==> config.mk <==
export PLATFORM = sky130hd
export DESIGN_NAME = cpr_queue
export DESIGN_NICKNAME = d
export VERILOG_FILES = /design/src/hw/rtl/cpr_pkg.sv /design/src/hw/rtl/cpr_queue.sv
export SDC_FILE = /design/constraint.sdc
export NUM_CORES = 2
export LEC_CHECK = 0
export ABC_AREA = 1
export BUFFER_PORTS_ARGS = -buffer_cell sky130_fd_sc_hd__buf_2
export CELL_PAD_IN_SITES_DETAIL_PLACEMENT = 1
export CELL_PAD_IN_SITES_GLOBAL_PLACEMENT = 1
export CORE_MARGIN = 8
export CORE_UTILIZATION = 35
export CTS_BUF_LIST = sky130_fd_sc_hd__clkbuf_4 sky130_fd_sc_hd__clkbuf_8
export CTS_CLUSTER_DIAMETER = 50
export DETAILED_ROUTE_END_ITERATION = 7
export PLACE_DENSITY = 0.69
export SLEW_MARGIN = 0
export SYNTH_ARGS = -nofsm -noshare
export SYNTH_HDL_FRONTEND = slang
export SYNTH_SLANG_ARGS = --single-unit
==> constraint.sdc <==
create_clock -name clk -period 39.3 [get_ports clk]
set_input_delay 3.93 -clock clk [delete_from_list [all_inputs] [get_ports clk]]
set_output_delay 3.93 -clock clk [all_outputs]
set_load 0.02 [all_outputs]
==> src/hw/rtl/cpr_pkg.sv <==
// shared types, constants and helpers for the circle pair collision response unit
// no dependencies
package cpr_pkg;

	localparam int CPR_QDEPTH = 4;
	localparam int PW = 40;
	localparam int SQ_STEPS = 32;
	localparam int MS_STEPS = 24;
	localparam int AX_FIRST = SQ_STEPS + 1;
	localparam int AX_LAST = AX_FIRST + 28;
	localparam int ST_MUL = AX_LAST + 1;
	localparam int ST_SEP = ST_MUL + 1;
	localparam int ST_BNC = ST_SEP + 1;
	localparam int ST_SHR = ST_BNC + 1;
	localparam int ST_IMP = ST_SHR + 1;
	localparam int NST = ST_IMP + 1;

	typedef logic signed [31:0] word_t;
	typedef logic signed [PW-1:0] wpos_t;

	typedef struct packed {
		word_t n1x, n1y, p1x, p1y, n2x, n2y, p2x, p2y;
		logic signed [32:0] dx, dy;
		logic [32:0] rs;
		logic [30:0] m1, m2;
		logic [16:0] e;
		logic near;
	} fr_t;

	typedef struct packed {
		fr_t base;
		logic [63:0] sx, sy;
		logic [65:0] rr;
	} qi_t;

	typedef struct packed {
		wpos_t n1x, n1y, p1x, p1y, n2x, n2y, p2x, p2y;
		logic signed [32:0] dx, dy;
		logic [32:0] rs;
		logic [16:0] e;
		logic close;
		logic imp;
		logic [63:0] v;
		logic [34:0] rem;
		logic [31:0] root;
		logic [31:0] msum;
		logic [32:0] r1, r2;
		logic [23:0] f1, f2;
		logic [32:0] depth, rx, ry;
		logic [28:0] qx, qy;
		logic [61:0] cxm, cym;
		logic signed [65:0] pwx, pwy;
		logic [35:0] sp;
		logic [53:0] ap;
		logic [60:0] gp1, gp2;
		logic [65:0] i1x, i1y, i2x, i2y;
	} bk_t;

	function automatic wpos_t wext(input word_t w);
		return {{(PW-32){w[31]}}, w};
	endfunction

	function automatic logic [31:0] sat(input wpos_t v);
		if (!v[PW-1] && (|v[PW-2:31]))
			return 32'h7FFF_FFFF;
		else if (v[PW-1] && !(&v[PW-2:31]))
			return 32'h8000_0000;
		else
			return v[31:0];
	endfunction

	function automatic wpos_t sgn_ext(input logic neg, input logic [37:0] m);
		wpos_t t;
		t = $signed({{(PW-38){1'b0}}, m});
		return neg ? -t : t;
	endfunction

endpackage

==> src/hw/rtl/cpr_queue.sv <==
// short transaction queue between the front end and the back end
// depends on cpr_pkg
module cpr_queue import cpr_pkg::*; #(
	parameter int DEPTH = CPR_QDEPTH
) (
	input logic clk,
	input logic arst_n,
	input logic push,
	input qi_t wdata,
	output logic full,
	input logic pop,
	output qi_t head,
	output logic empty
);

	localparam int AW = $clog2(DEPTH);
	localparam int CW = $clog2(DEPTH + 1);

	qi_t mem_q [DEPTH];
	logic [AW-1:0] wp_q, rp_q;
	logic [CW-1:0] cnt_q;

	assign full = (cnt_q == CW'(DEPTH));
	assign empty = (cnt_q == '0);
	assign head = mem_q[rp_q];

	always_ff @(posedge clk or negedge arst_n) begin
		if (!arst_n) begin
			wp_q <= '0;
			rp_q <= '0;
			cnt_q <= '0;
		end else begin
			if (push)
				wp_q <= (wp_q == AW'(DEPTH - 1)) ? '0 : wp_q + 1'b1;
			if (pop)
				rp_q <= (rp_q == AW'(DEPTH - 1)) ? '0 : rp_q + 1'b1;
			if (push && !pop)
				cnt_q <= cnt_q + 1'b1;
			else if (pop && !push)
				cnt_q <= cnt_q - 1'b1;
		end
	end

	always_ff @(posedge clk) begin
		if (push)
			mem_q[wp_q] <= wdata;
	end

endmodule

==> results.txt <==
Post-synthesis adder-cell area fraction -> 0.0956%
PwrDens -> 76.7 mW/mm2
Max-slew headroom -> 20.6%
DIE HEIGHT -> 549 um
Post-synthesis cell count -> 7,390
# DRC -> 0
Max stage delay cell, worst path -> buf_4
Vias post-DR -> 63,100
Achievable frequency -> 84.9 MHz
Largest family of logic cells by synthesized area -> compound AO/OA/AOI/OAI gates
Hold_buf cts -> 0
Max VDD drop -> 0.0000966 V
CP most frequent cell -> buf_4
Initial antenna violation count -> 229
Die Wd -> 549 um
Final setup margin -> 27,530 ps
Die area -> 0.302 mm2
Routed Antenna Nets -> 0
Final slew viol count -> 0
HPWL after DPL -> 194 mm
Mean Syn Cell Area -> 13.5 um2
Clk sink count -> 2,523
CTS clk-pin slew, worst paths -> 60 ps
Most common cell in the netlist -> edfxtp_1
Delay-heaviest family, CP -> buffers and inverters
Setup tns final -> 0 ps
Clk root buf -> clkbuf_8
Hold path depth -> 2
XOR/XNOR share of the synthesized area -> 0.00880%
Post-synth EDFFs -> 2,516
Outcome -> finished clean
Count of different cell masters after synthesis -> 18
Synth warn -> 0
Max-cap viol count -> 0
Detailed Routing Iterations Pass 1 -> 5
Share of post-route cells with drive strength above 1 -> 21.8%
Final GP Congestion -> 0.820
Largest net degree at the start of global routing -> 230
Worst Setup Path Type -> reg2out
Share of the synthesized area in the top cell type -> 75.9%
Largest fanout on the critical path -> 229
FP Rows -> 195
Worst setup SP type -> flip-flop
Ys flop type -> edfxtp_1
Worst Path Buf+Inv -> 8
GRT Total Usage -> 18.6%
Nets -> 9,365
Ys async rst share -> 0.277%
Leakage -> 46.7 nW
Synth Net Count -> 8,030
Utilization after layout -> 41.5%
Overflow after GRT -> 0
CP required -> 35,370 ps
Period utilisation layout -> 30.0%
Initial drt markers -> 4,049
Worst-margin pin slew -> 1190 ps
Sequential area share after synthesis -> 76.1%
Synth top cells by count -> 2,516 x edfxtp_1, 1,902 x nand2_1, 1,269 x inv_1
Post-Place Setup Slack -> 28,540 ps
WP data arrival -> 7840 ps
H-tree levels -> 5
Cell area after synthesis -> 0.0995 mm2
Worst Reg-to-Reg Cells -> 9
RSZ-0062 raised after global routing -> false
Top post-synthesis cells by area -> edfxtp_1 76%, o211ai_1 9.5%, nand2_1 7.2%
Post-Synth Simple-Gate Area -> 7.20%
Multiplexer share of the synthesized area -> 0%
Crit. path cell count -> 11
Core footprint -> 0.283 mm2
Final hold vios -> 0
Hold Crit Class -> reg2reg
Post-CTS Resized -> 0
Total CTS buffers -> 417
Initial Util -> 35.2%
FF+latch count, synth -> 2,523
Buffers on Ports -> 1,263
Min Tclk post-route -> 11,770 ps
Clock Path Buffers -> 4
Drt total wl -> 294 mm
CP max stage delay -> 920 ps
FF-to-FF setup slack -> 33,170 ps
Top-level I/O count -> 1,264
CTS tree -> built
Average vias per placed instance -> 4.89
CP Capture Type -> output port
Setup bufs post-CTS -> 0
First-pass GRT wire length -> 425 mm
Setup-failing EPs final -> 0
Clock skew -> 77.6 ps
Vias in the first global route -> 65,500
Clk_lat worst skew -> 1030 ps
Critical-path cell list -> inv_8, buf_4, buf_4, buf_12, buf_4, buf_4, buf_4, nand2_1, o211ai_1, nand2_1, buf_2
Yosys top cell by area -> edfxtp_1
Area delta synth->final -> 17.9%
Synth Area in Compound Gates -> 9.51%
WL per Instance -> 22.8 um
Fill cell count -> 30,000
==> registers in the layout, summed over array words and instances, names as in the netlist <==
| signal | flops |
|---|---|
| cnt_q | 3 |
| mem_q | 2516 |
| wp_q | 2 |
| rp_q | 2 |
==> layout by cell type, fill, tap and decap left out, drive strengths merged <==
cell type	count
o211ai	1258
dfrtp	7
fa	1
diode	108
nand4	1
xnor2	1
clkinv	155
nor2	2
nand2	1902
edfxtp	2516
o21ai	4
inv	1286
bufinv	6
ha	6
nor3	2
nand3	1
buf	1334
clkinvlp	8
clkbuf	567
==> worst paths after layout <==
check | from | end
worst max-delay path | rp_q[0]$_DFFE_PN0P_ | head[154]
worst min-delay path | cnt_q[2]$_DFFE_PN0P_ | cnt_q[2]$_DFFE_PN0P_
worst max register to register | wp_q[1]$_DFFE_PN0P_ | mem_q[1][160]$_DFFE_PP_
worst min register to register | cnt_q[2]$_DFFE_PN0P_ | cnt_q[2]$_DFFE_PN0P_
max in group asynchronous | arst_n | cnt_q[2]$_DFFE_PN0P_
min in group asynchronous | arst_n | wp_q[0]$_DFFE_PN0P_
==> layer usage <==
metal	share of wire [%]	GRT usage (%)	vias to the layer above
li1	-	-	28800
met1	38	21.3	31400
met2	47	30.5	1967
met3	9.1	7.10	793
met4	5.1	9.31	154
met5	0.33	0	-
==> per-stage QoR <==
stage                     area, um2  instances  hold slack (ps)  power [W]
after floorplan               99500       7390              463    0.00583
after global placement       109000      12000              483    0.00676
after detailed placement     109000      12000              503    0.00685
after CTS                    117000      12800              521    0.00913
after global routing         117000      12900              553    0.00947
final                        117000      12900              516    0.00900
==> logic make-up (layout without fill, tap and decap cells) <==
kind of cell | Yosys count | after routing
other | 0 | 108
buffers and inverters | 1689 | 3356
xor gates and xnor gates | 1 | 1
AOI/OAI and AO/OA | 1262 | 1262
and+or+nand+nor | 1908 | 1908
DFF | 2523 | 2523
adders and majority gates | 7 | 7
==> worst min-delay path: cells and delay by family, from the launching register on <==
family | cells | cell delay [ps]
and+or+nand+nor | 2 | 110
DFF | 1 | 370
==> area by class of cell <==
cell class	instances	area, um2	area share (%)
diodes	108	270	0.230
flip-flops and latches	2523	75700	64.5
clock inverters	184	1180	1.00
inverters	1271	4820	4.10
well taps	3743	4680	3.99
multi-input cells	3178	16700	14.3
clock buffers	567	6920	5.90
repair buffers	1334	6990	5.96
==> power by group <==
part | switching [W] | leakage (nW) | internal [W]
Clock | 0.00107 | 4.25 | 0.00119
Sequential | 0.000105 | 23.2 | 0.00345
Combinational | 0.00241 | 19.2 | 0.000786
Total | 0.00358 | 46.7 | 0.00542
(Power assumes the default switching activity.)
